[src/design/mrf_pkg.sv]
// ---------------------------------------------------------------------------
// mrf_pkg - shared types and constants of the Modbus request framer
// Function codes, CRC constants, the frame command passed from the front end
// to the emitter, and the queue status bundle.
// ---------------------------------------------------------------------------
`timescale 1ns / 1ps

package mrf_pkg;

  localparam logic [7:0]  FC_READ_COILS   = 8'h01;
  localparam logic [7:0]  FC_READ_INPUTS  = 8'h02;
  localparam logic [7:0]  FC_READ_HOLDING = 8'h03;
  localparam logic [7:0]  FC_WRITE_COIL   = 8'h05;
  localparam logic [7:0]  FC_WRITE_REG    = 8'h06;
  localparam logic [7:0]  FC_WRITE_MULTI  = 8'h10;

  localparam logic [15:0] CRC_POLY_REFL   = 16'hA001;
  localparam logic [15:0] CRC_INIT        = 16'hFFFF;

  localparam logic        KIND_HEADER     = 1'b0;

  // default depth of the command queue between front end and emitter
  localparam int          QUEUE_DEPTH     = 2;

  // one frame segment: up to seven payload bytes, optionally followed by CRC
  typedef struct packed {
    logic            restart;   // reset the running CRC before the first byte
    logic [2:0]      nbytes;
    logic [7:0][7:0] bytes;     // byte 0 goes first; slot 7 is never used
    logic            add_crc;
  } cmd_t;

  typedef struct packed {
    logic full;
    logic empty;
  } q_stat_t;

  typedef struct packed {
    logic at_start;             // emitter sits at the first byte of a command
    logic crc_clear;            // running CRC holds its initial value
  } emit_stat_t;

  function automatic logic [15:0] crc_feed(input logic [15:0] crc, input logic [7:0] b);
    logic [15:0] c;
    c = crc ^ {8'h00, b};
    for (int k = 0; k < 8; k++) begin
      if (c[0]) c = (c >> 1) ^ CRC_POLY_REFL;
      else      c = c >> 1;
    end
    return c;
  endfunction

endpackage

[src/design/modbus_request_framer.sv]
// ---------------------------------------------------------------------------
// modbus_request_framer - Modbus RTU request framer
// Turns header and data-word items into the byte stream of an RTU request
// frame with its running CRC-16 appended.
// ---------------------------------------------------------------------------
// Input channel (in_*): one item per beat, valid/ready. Headers of function
// 1, 2, 3, 5 and 6 produce a full eight-byte frame; function 16 produces a
// seven-byte header (with CRC if the count is zero) and each following data
// word two bytes, the last word also the two CRC bytes. Unsupported headers
// and stray data words produce nothing.
// Output channel (out_*): one frame byte per beat, out_frame_end marks the
// CRC high byte closing a frame.
// The first byte of an item passes through the command queue and the output
// register. Throughput: one byte per cycle while the receiver does not stall;
// an item has 2 to 9 bytes, and the emitter's byte walk sets the rate. The
// classifier takes a new item every cycle while the command queue has room.
// Reset clears the queue, the open-write state and the output valid flag, and
// sets the CRC to all ones. When the receiver stalls the output register
// holds, the emitter stops and the queue fills before in_ready drops.
// ---------------------------------------------------------------------------
`timescale 1ns / 1ps

module modbus_request_framer #(
  parameter int QUEUE_DEPTH = mrf_pkg::QUEUE_DEPTH
) (
  input  logic        clk,
  input  logic        rst_n,
  input  logic        in_valid,
  output logic        in_ready,
  input  logic        in_kind,
  input  logic [7:0]  in_slave_address,
  input  logic [7:0]  in_function_code,
  input  logic [15:0] in_start_address,
  input  logic [15:0] in_quantity,
  input  logic [15:0] in_data_word,
  output logic        out_valid,
  input  logic        out_ready,
  output logic [7:0]  out_frame_byte,
  output logic        out_frame_end
);

  mrf_pkg::cmd_t       push_cmd, head_cmd;
  mrf_pkg::q_stat_t    q_stat;
  mrf_pkg::emit_stat_t e_stat;
  logic                q_push, q_pop;

  assign in_ready = !q_stat.full;

  mrf_front u_front (
    .clk              (clk),
    .rst_n            (rst_n),
    .accept           (in_valid && in_ready),
    .in_kind          (in_kind),
    .in_slave_address (in_slave_address),
    .in_function_code (in_function_code),
    .in_start_address (in_start_address),
    .in_quantity      (in_quantity),
    .in_data_word     (in_data_word),
    .push             (q_push),
    .cmd              (push_cmd)
  );

  mrf_queue #(.DEPTH(QUEUE_DEPTH)) u_queue (
    .clk    (clk),
    .rst_n  (rst_n),
    .push   (q_push),
    .wr_cmd (push_cmd),
    .pop    (q_pop),
    .rd_cmd (head_cmd),
    .stat   (q_stat)
  );

  mrf_emit u_emit (
    .clk            (clk),
    .rst_n          (rst_n),
    .cmd            (head_cmd),
    .cmd_valid      (!q_stat.empty),
    .pop            (q_pop),
    .out_valid      (out_valid),
    .out_ready      (out_ready),
    .out_frame_byte (out_frame_byte),
    .out_frame_end  (out_frame_end),
    .stat           (e_stat)
  );

`ifndef NO_ASSERTIONS
  a_no_push_full: assert property (@(posedge clk) disable iff (!rst_n)
    q_push |-> !q_stat.full) else $error("command pushed into a full queue");

  a_no_pop_empty: assert property (@(posedge clk) disable iff (!rst_n)
    q_pop |-> !q_stat.empty) else $error("command popped from an empty queue");

  a_pop_rewinds: assert property (@(posedge clk) disable iff (!rst_n)
    q_pop |=> e_stat.at_start) else $error("emitter not rewound after a command");

  a_end_clears_crc: assert property (@(posedge clk) disable iff (!rst_n)
    (q_pop && head_cmd.add_crc) |=> e_stat.crc_clear)
    else $error("CRC not reinitialised after frame end");
`endif

endmodule

[src/design/mrf_front.sv]
// ---------------------------------------------------------------------------
// mrf_front - request classifier
// Decodes header and data-word items into frame commands and tracks the
// state of an open multi-register write.
// ---------------------------------------------------------------------------
`timescale 1ns / 1ps

module mrf_front (
  input  logic          clk,
  input  logic          rst_n,
  input  logic          accept,
  input  logic          in_kind,
  input  logic [7:0]    in_slave_address,
  input  logic [7:0]    in_function_code,
  input  logic [15:0]   in_start_address,
  input  logic [15:0]   in_quantity,
  input  logic [15:0]   in_data_word,
  output logic          push,
  output mrf_pkg::cmd_t cmd
);

  logic [7:0] words_left_r, words_left_nxt;
  logic       write_open_r, write_open_nxt;
  logic       keep;
  logic [7:0] cnt;

  assign cnt = in_quantity[7:0];

  always_comb begin
    cmd            = '0;
    keep           = 1'b0;
    words_left_nxt = words_left_r;
    write_open_nxt = write_open_r;
    if (in_kind != mrf_pkg::KIND_HEADER) begin
      if (write_open_r) begin
        keep             = 1'b1;
        cmd.nbytes       = 3'd2;
        cmd.bytes[0]     = in_data_word[15:8];
        cmd.bytes[1]     = in_data_word[7:0];
        words_left_nxt   = words_left_r - 8'd1;
        cmd.add_crc      = (words_left_r == 8'd1);
        if (words_left_r == 8'd1) write_open_nxt = 1'b0;
      end
    end else begin
      // any header abandons an open write
      words_left_nxt = '0;
      write_open_nxt = 1'b0;
      cmd.restart    = 1'b1;
      cmd.bytes[0]   = in_slave_address;
      cmd.bytes[1]   = in_function_code;
      cmd.bytes[2]   = in_start_address[15:8];
      cmd.bytes[3]   = in_start_address[7:0];
      unique case (in_function_code)
        mrf_pkg::FC_READ_COILS, mrf_pkg::FC_READ_INPUTS, mrf_pkg::FC_READ_HOLDING: begin
          keep         = 1'b1;
          cmd.nbytes   = 3'd6;
          cmd.bytes[4] = in_quantity[15:8];
          cmd.bytes[5] = in_quantity[7:0];
          cmd.add_crc  = 1'b1;
        end
        mrf_pkg::FC_WRITE_COIL, mrf_pkg::FC_WRITE_REG: begin
          keep         = 1'b1;
          cmd.nbytes   = 3'd6;
          cmd.bytes[4] = in_data_word[15:8];
          cmd.bytes[5] = in_data_word[7:0];
          cmd.add_crc  = 1'b1;
        end
        mrf_pkg::FC_WRITE_MULTI: begin
          keep         = 1'b1;
          cmd.nbytes   = 3'd7;
          cmd.bytes[4] = 8'h00;
          cmd.bytes[5] = cnt;
          cmd.bytes[6] = {cnt[6:0], 1'b0};
          cmd.add_crc  = (cnt == 8'd0);
          if (cnt != 8'd0) begin
            words_left_nxt = cnt;
            write_open_nxt = 1'b1;
          end
        end
        default: keep = 1'b0;
      endcase
    end
  end

  assign push = accept && keep;

  always_ff @(posedge clk) begin
    if (!rst_n) begin
      words_left_r <= '0;
      write_open_r <= 1'b0;
    end else if (accept) begin
      words_left_r <= words_left_nxt;
      write_open_r <= write_open_nxt;
    end
  end

endmodule

[src/design/mrf_queue.sv]
// ---------------------------------------------------------------------------
// mrf_queue - command queue
// Small FIFO of frame commands between the classifier and the emitter.
// ---------------------------------------------------------------------------
`timescale 1ns / 1ps

module mrf_queue #(
  parameter int DEPTH = mrf_pkg::QUEUE_DEPTH
) (
  input  logic             clk,
  input  logic             rst_n,
  input  logic             push,
  input  mrf_pkg::cmd_t    wr_cmd,
  input  logic             pop,
  output mrf_pkg::cmd_t    rd_cmd,
  output mrf_pkg::q_stat_t stat
);

  localparam int PW = (DEPTH > 1) ? $clog2(DEPTH) : 1;
  localparam int CW = $clog2(DEPTH + 1);

  mrf_pkg::cmd_t mem [DEPTH];
  logic [PW-1:0] wr_ptr_r, rd_ptr_r;
  logic [CW-1:0] cnt_r;

  assign stat.full  = (cnt_r == CW'(DEPTH));
  assign stat.empty = (cnt_r == '0);
  assign rd_cmd     = mem[rd_ptr_r];

  always_ff @(posedge clk) begin
    if (push) mem[wr_ptr_r] <= wr_cmd;
  end

  always_ff @(posedge clk) begin
    if (!rst_n) begin
      wr_ptr_r <= '0;
      rd_ptr_r <= '0;
      cnt_r    <= '0;
    end else begin
      if (push) wr_ptr_r <= (wr_ptr_r == PW'(DEPTH - 1)) ? '0 : wr_ptr_r + 1'b1;
      if (pop)  rd_ptr_r <= (rd_ptr_r == PW'(DEPTH - 1)) ? '0 : rd_ptr_r + 1'b1;
      if (push && !pop)      cnt_r <= cnt_r + 1'b1;
      else if (pop && !push) cnt_r <= cnt_r - 1'b1;
    end
  end

endmodule

[src/design/mrf_emit.sv]
// ---------------------------------------------------------------------------
// mrf_emit - byte emitter
// Walks the head command byte by byte, folds each byte into the running CRC-16 and appends
// the CRC if add_crc is set; one beat per cycle into the output register while the receiver does not stall.
// ---------------------------------------------------------------------------
`timescale 1ns / 1ps

module mrf_emit (
  input  logic                clk,
  input  logic                rst_n,
  input  mrf_pkg::cmd_t       cmd,
  input  logic                cmd_valid,
  output logic                pop,
  output logic                out_valid,
  input  logic                out_ready,
  output logic [7:0]          out_frame_byte,
  output logic                out_frame_end,
  output mrf_pkg::emit_stat_t stat
);

  logic [3:0]  idx_r, idx_nxt;
  logic [15:0] crc_r, crc_nxt, crc_in;
  logic        out_valid_r;
  logic [7:0]  byte_r, byte_nxt;
  logic        end_r, end_nxt;
  logic        advance, is_last;
  logic [3:0]  nb;

  assign nb      = {1'b0, cmd.nbytes};
  assign advance = cmd_valid && (!out_valid_r || out_ready);
  assign crc_in  = (idx_r == 4'd0 && cmd.restart) ? mrf_pkg::CRC_INIT : crc_r;

  always_comb begin
    byte_nxt = cmd.bytes[idx_r[2:0]];
    end_nxt  = 1'b0;
    crc_nxt  = crc_in;
    is_last  = 1'b0;
    priority if (idx_r < nb) begin
      crc_nxt = mrf_pkg::crc_feed(crc_in, byte_nxt);
      is_last = (idx_r == nb - 4'd1) && !cmd.add_crc;
    end else if (idx_r == nb) begin
      byte_nxt = crc_in[7:0];
    end else begin
      byte_nxt = crc_in[15:8];
      end_nxt  = 1'b1;
      crc_nxt  = mrf_pkg::CRC_INIT;
      is_last  = 1'b1;
    end
    idx_nxt = is_last ? 4'd0 : idx_r + 4'd1;
  end

  assign pop = advance && is_last;

  always_ff @(posedge clk) begin
    if (!rst_n) begin
      idx_r       <= '0;
      crc_r       <= mrf_pkg::CRC_INIT;
      out_valid_r <= 1'b0;
    end else begin
      if (advance) begin
        idx_r       <= idx_nxt;
        crc_r       <= crc_nxt;
        out_valid_r <= 1'b1;
      end else if (out_ready) begin
        out_valid_r <= 1'b0;
      end
    end
  end

  always_ff @(posedge clk) begin
    if (advance) begin
      byte_r <= byte_nxt;
      end_r  <= end_nxt;
    end
  end

  assign out_valid      = out_valid_r;
  assign out_frame_byte = byte_r;
  assign out_frame_end  = end_r;
  assign stat.at_start  = (idx_r == 4'd0);
  assign stat.crc_clear = (crc_r == mrf_pkg::CRC_INIT);

endmodule

[config.mk]
export PLATFORM = sky130hd
export DESIGN_NAME = modbus_request_framer
export DESIGN_NICKNAME = d
export VERILOG_FILES = /design/src/design/mrf_pkg.sv /design/src/design/modbus_request_framer.sv /design/src/design/mrf_front.sv /design/src/design/mrf_queue.sv /design/src/design/mrf_emit.sv
export SDC_FILE = /design/constraint.sdc
export NUM_CORES = 1
export LEC_CHECK = 0
export BUFFER_PORTS_ARGS = -buffer_cell sky130_fd_sc_hd__buf_2
export CORE_MARGIN = 1
export CORE_UTILIZATION = 55
export CTS_CLUSTER_DIAMETER = 50
export DETAILED_ROUTE_END_ITERATION = 7
export PLACE_DENSITY = 0.75
export SYNTH_ARGS = -nofsm -noshare
export SYNTH_HDL_FRONTEND = slang
export SYNTH_SLANG_ARGS = --single-unit
export TNS_END_PERCENT = 30
[constraint.sdc]
create_clock -name clk -period 12.6 [get_ports clk]
set_input_delay 2.52 -clock clk [delete_from_list [all_inputs] [get_ports clk]]
set_output_delay 2.52 -clock clk [all_outputs]
set_load 0.02 [all_outputs]
==> qor.yml <==
status:
  outcome: "finished, final reports clean"
final_layout:
  seqCellArea_um2: 4580
  instances_no_fill: 861
  diodes: 0
  post-route-util_pct: 65.8
  fillers: 989
  mostFrequentLayoutCells: "129 x edfxtp_1, 79 x buf_2, 63 x nor2_1"
  multi_input_area_um2: 2980
  num-nets-final: 750
  drive_gt1_share_pct: 20.0
  final_common_cell: "edfxtp_1"
  syn2layout_area_growth_pct: 15.1
grt:
  met2_usage_pct: 40.2
  grt_first_pass_wirelength_um: 27200
  antenna_found_initial: 0
  grtUsageMet3_pct: 5.94
  use_met1_pct: 35.1
  grt_max_degree: 61
  grt_pass1_vias: 5183
  grt-busiest-layer: "met2"
  track_usage_pct: 25.6
  grt_overflow: 0
power_and_ir_drop:
  p_seq_share_pct: 45.1
  power.switching_w: 0.000338
  ir_worst_vdd_uv: 79.0
  power_frac_comb_pct: 18.0
  powerDensity_nw_per_um2: 158
  p_clk_share_pct: 36.8
  intPower_w: 0.00106
  leakage_nw: 3.23
  switching_share_pct: 24.2
routing:
  drc: 0
  vias: 5252
  postRouteAntennaNets: 0
  routedWlPerCell_um: 20.6
  drtPass1Iterations: 5
  drt_iter0_drc: 508
  vias_per_cell: 6.10
  wirelength_um: 17800
logic_synthesis:
  ys_warn_count: 0
  synthCells: 595
  synth_top_area_share_pct: 50.4
  synth_edf_count: 129
  ys_ff_latch: 164
  async_reset_ff_share_pct: 0
  syn_area_um2: 7690
  synth_nets: 673
  synth.area.top_cells: "edfxtp_1 50%, dfxtp_1 9.1%, mux2i_1 4.7%"
  synth.largest_area_cell: "edfxtp_1"
  yosysUniqueCellTypes: 57
  seq_area_frac_synth_pct: 59.5
  synth_top_flop_cell: "edfxtp_1"
  avgSynthCellArea_um2: 12.9
setup_path:
  critPathBufInv: 2
  crit_path_top_delay_cell: "nor3_1"
  critPathLaunchType: "input pin"
  worst_path_largest_cell_delay_ps: 910
  path_cells: "buf_2 -> or4_1 -> nor3_1 -> o31a_1 -> nand2_1 -> nor2_4 -> buf_4"
  worst_ep_required_time_ps: 12660
  crit_fanout: 36
  cp_top_family: "simple AND/OR/NAND/NOR gates"
  end_kind: "flip-flop"
  critical_path_class: "input pin to flip-flop"
  arrival_ps: 5800
sta:
  finalSetupViolations: 0
  max_freq_mhz: 174
  rsz0062_at_grt: "false"
  post-route-period-util_pct: 45.5
  drv_slew: 0
  hold_viol_final: 0
  tightest_slew_ps: 1410
  slew_headroom_pct: 5.31
  tns_ps: 0
  finalClockSkew_ps: 7.25
  period_needed_ps: 5740
  whs_ps: 513
die:
  core_um2: 13500
  start_util_pct: 57.2
  die_x_um: 120
  rows: 42
  ios: 80
  die_h_um: 120
  dieArea_um2: 14500
clocking:
  htree_levels: 4
  postCtsSetupBuffers: 0
  clock_latency_ps: 420
  numCtsBuffers: 17
  post_cts_resized: 0
  cts_max_path_buffers: 2
  cts.clk_slew.worst_paths_ps: 60
  cts-root-buf: "clkbuf_16"
  cts_tree: "built"
  cts_hold_buf: 0
  cts_sinks: 164
placement:
  placed_cells: 829
  place.gp.congestion: 0.851
  hpwlAfterDp_um: 11700
  portBuffers: 79
flow_run:
  maxCapViolations: 0
min_path:
  hold_path.class: "flip-flop to flip-flop"
path summary, 6_finish.rpt:
path | startpoint | endpoint | slack [ps] | cells after the start
worst min register to register | u_emit.crc_r[9] | u_emit.crc_r[1] | 510 | 2
worst min-delay path | u_emit.crc_r[9] | u_emit.crc_r[1] | 510 | 2
worst max-delay path | in_function_code[6] | u_queue.mem[0][27] | 6860 | 7
worst max register to register | flip-flop | u_emit.crc_r[15] | 8690 | 8
flip-flops by register name (all words and copies together), names as in the netlist, 2 cells and up, named ones only:
name / flops
u_front.words_left_r: 8
u_queue.cnt_r: 2
u_emit.idx_r: 4
u_queue.mem: 120
u_emit.out_frame_byte: 8
u_emit.crc_r: 16
metrics by stage:
step,worst slack [ps],instance area (um^2),total power [W]
2_1_floorplan,5270,7690,0.000823
3_3_place_gp,6620,8270,0.000880
3_5_place_dp,6500,8270,0.000887
4_1_cts,6930,8850,0.00140
5_1_grt,6670,8850,0.00144
6_report,6860,8850,0.00139
cells in the mapped netlist, types with 4 or more instances:
cell type and instances:
o21ai_0 22, nor3_1 9, buf_1 7, xor2_1 9
nor4_1 5, a22o_1 14, clkbuf_1 16, a31oi_1 7
nand2_1 33, nor2b_1 20, and2_1 20, inv_1 8
o22ai_1 17, dfxtp_1 35, xnor2_1 21, mux2_2 4
nand2b_1 8, a22oi_1 21, edfxtp_1 129, a211oi_1 5
ha_1 9, nor2_1 64, a21oi_1 10, mux4_2 12
mux2i_1 36
area by class of cell:
type,instances,share of cell area [%]
sequential,164,51.7
timing repair buffer,86,5.06
multi-input combinational,393,33.7
inverter,10,0.424
clock inverter,6,1.16
tap,176,2.49
clock buffer,26,5.42
layer usage:
metal / up-vias / share of wire [%]
li1: 2411 / -
met3: 23 / 8.9
met5: - / 0
met4: 0 / 1.6
met2: 261 / 48
met1: 2557 / 42
kinds of logic (layout without fill, tap and decap cells):
| family | count (synthesis) | in the layout | synth area share [%] |
|---|---|---|---|
| and+or+nand+nor | 173 | 173 | 10.9 |
| DFF | 164 | 164 | 59.5 |
| AOI/OAI and AO/OA | 119 | 119 | 10.9 |
| muxes | 56 | 56 | 10.0 |
| buffers and inverters | 38 | 128 | 2.05 |
| xor gates and xnor gates | 36 | 36 | 5.22 |
| adders and majority gates | 9 | 9 | 1.46 |
power by group through the flow:
stage | registers [W] | logic [W] | clock network (W)
after detailed placement | 0.000640 | 0.000247 | 0
final | 0.000629 | 0.000251 | 0.000514
after global routing | 0.000632 | 0.000270 | 0.000537
after floorplan | 0.000639 | 0.000184 | 0
after CTS | 0.000629 | 0.000250 | 0.000518
after global placement | 0.000639 | 0.000241 | 0
worst min-delay path: stages, from the launching register on:
cell and delay [ps]:
dfxtp_1 350, o22ai_1 70, nand2_1 60
Note: power is estimated with default switching activity, not from simulation.
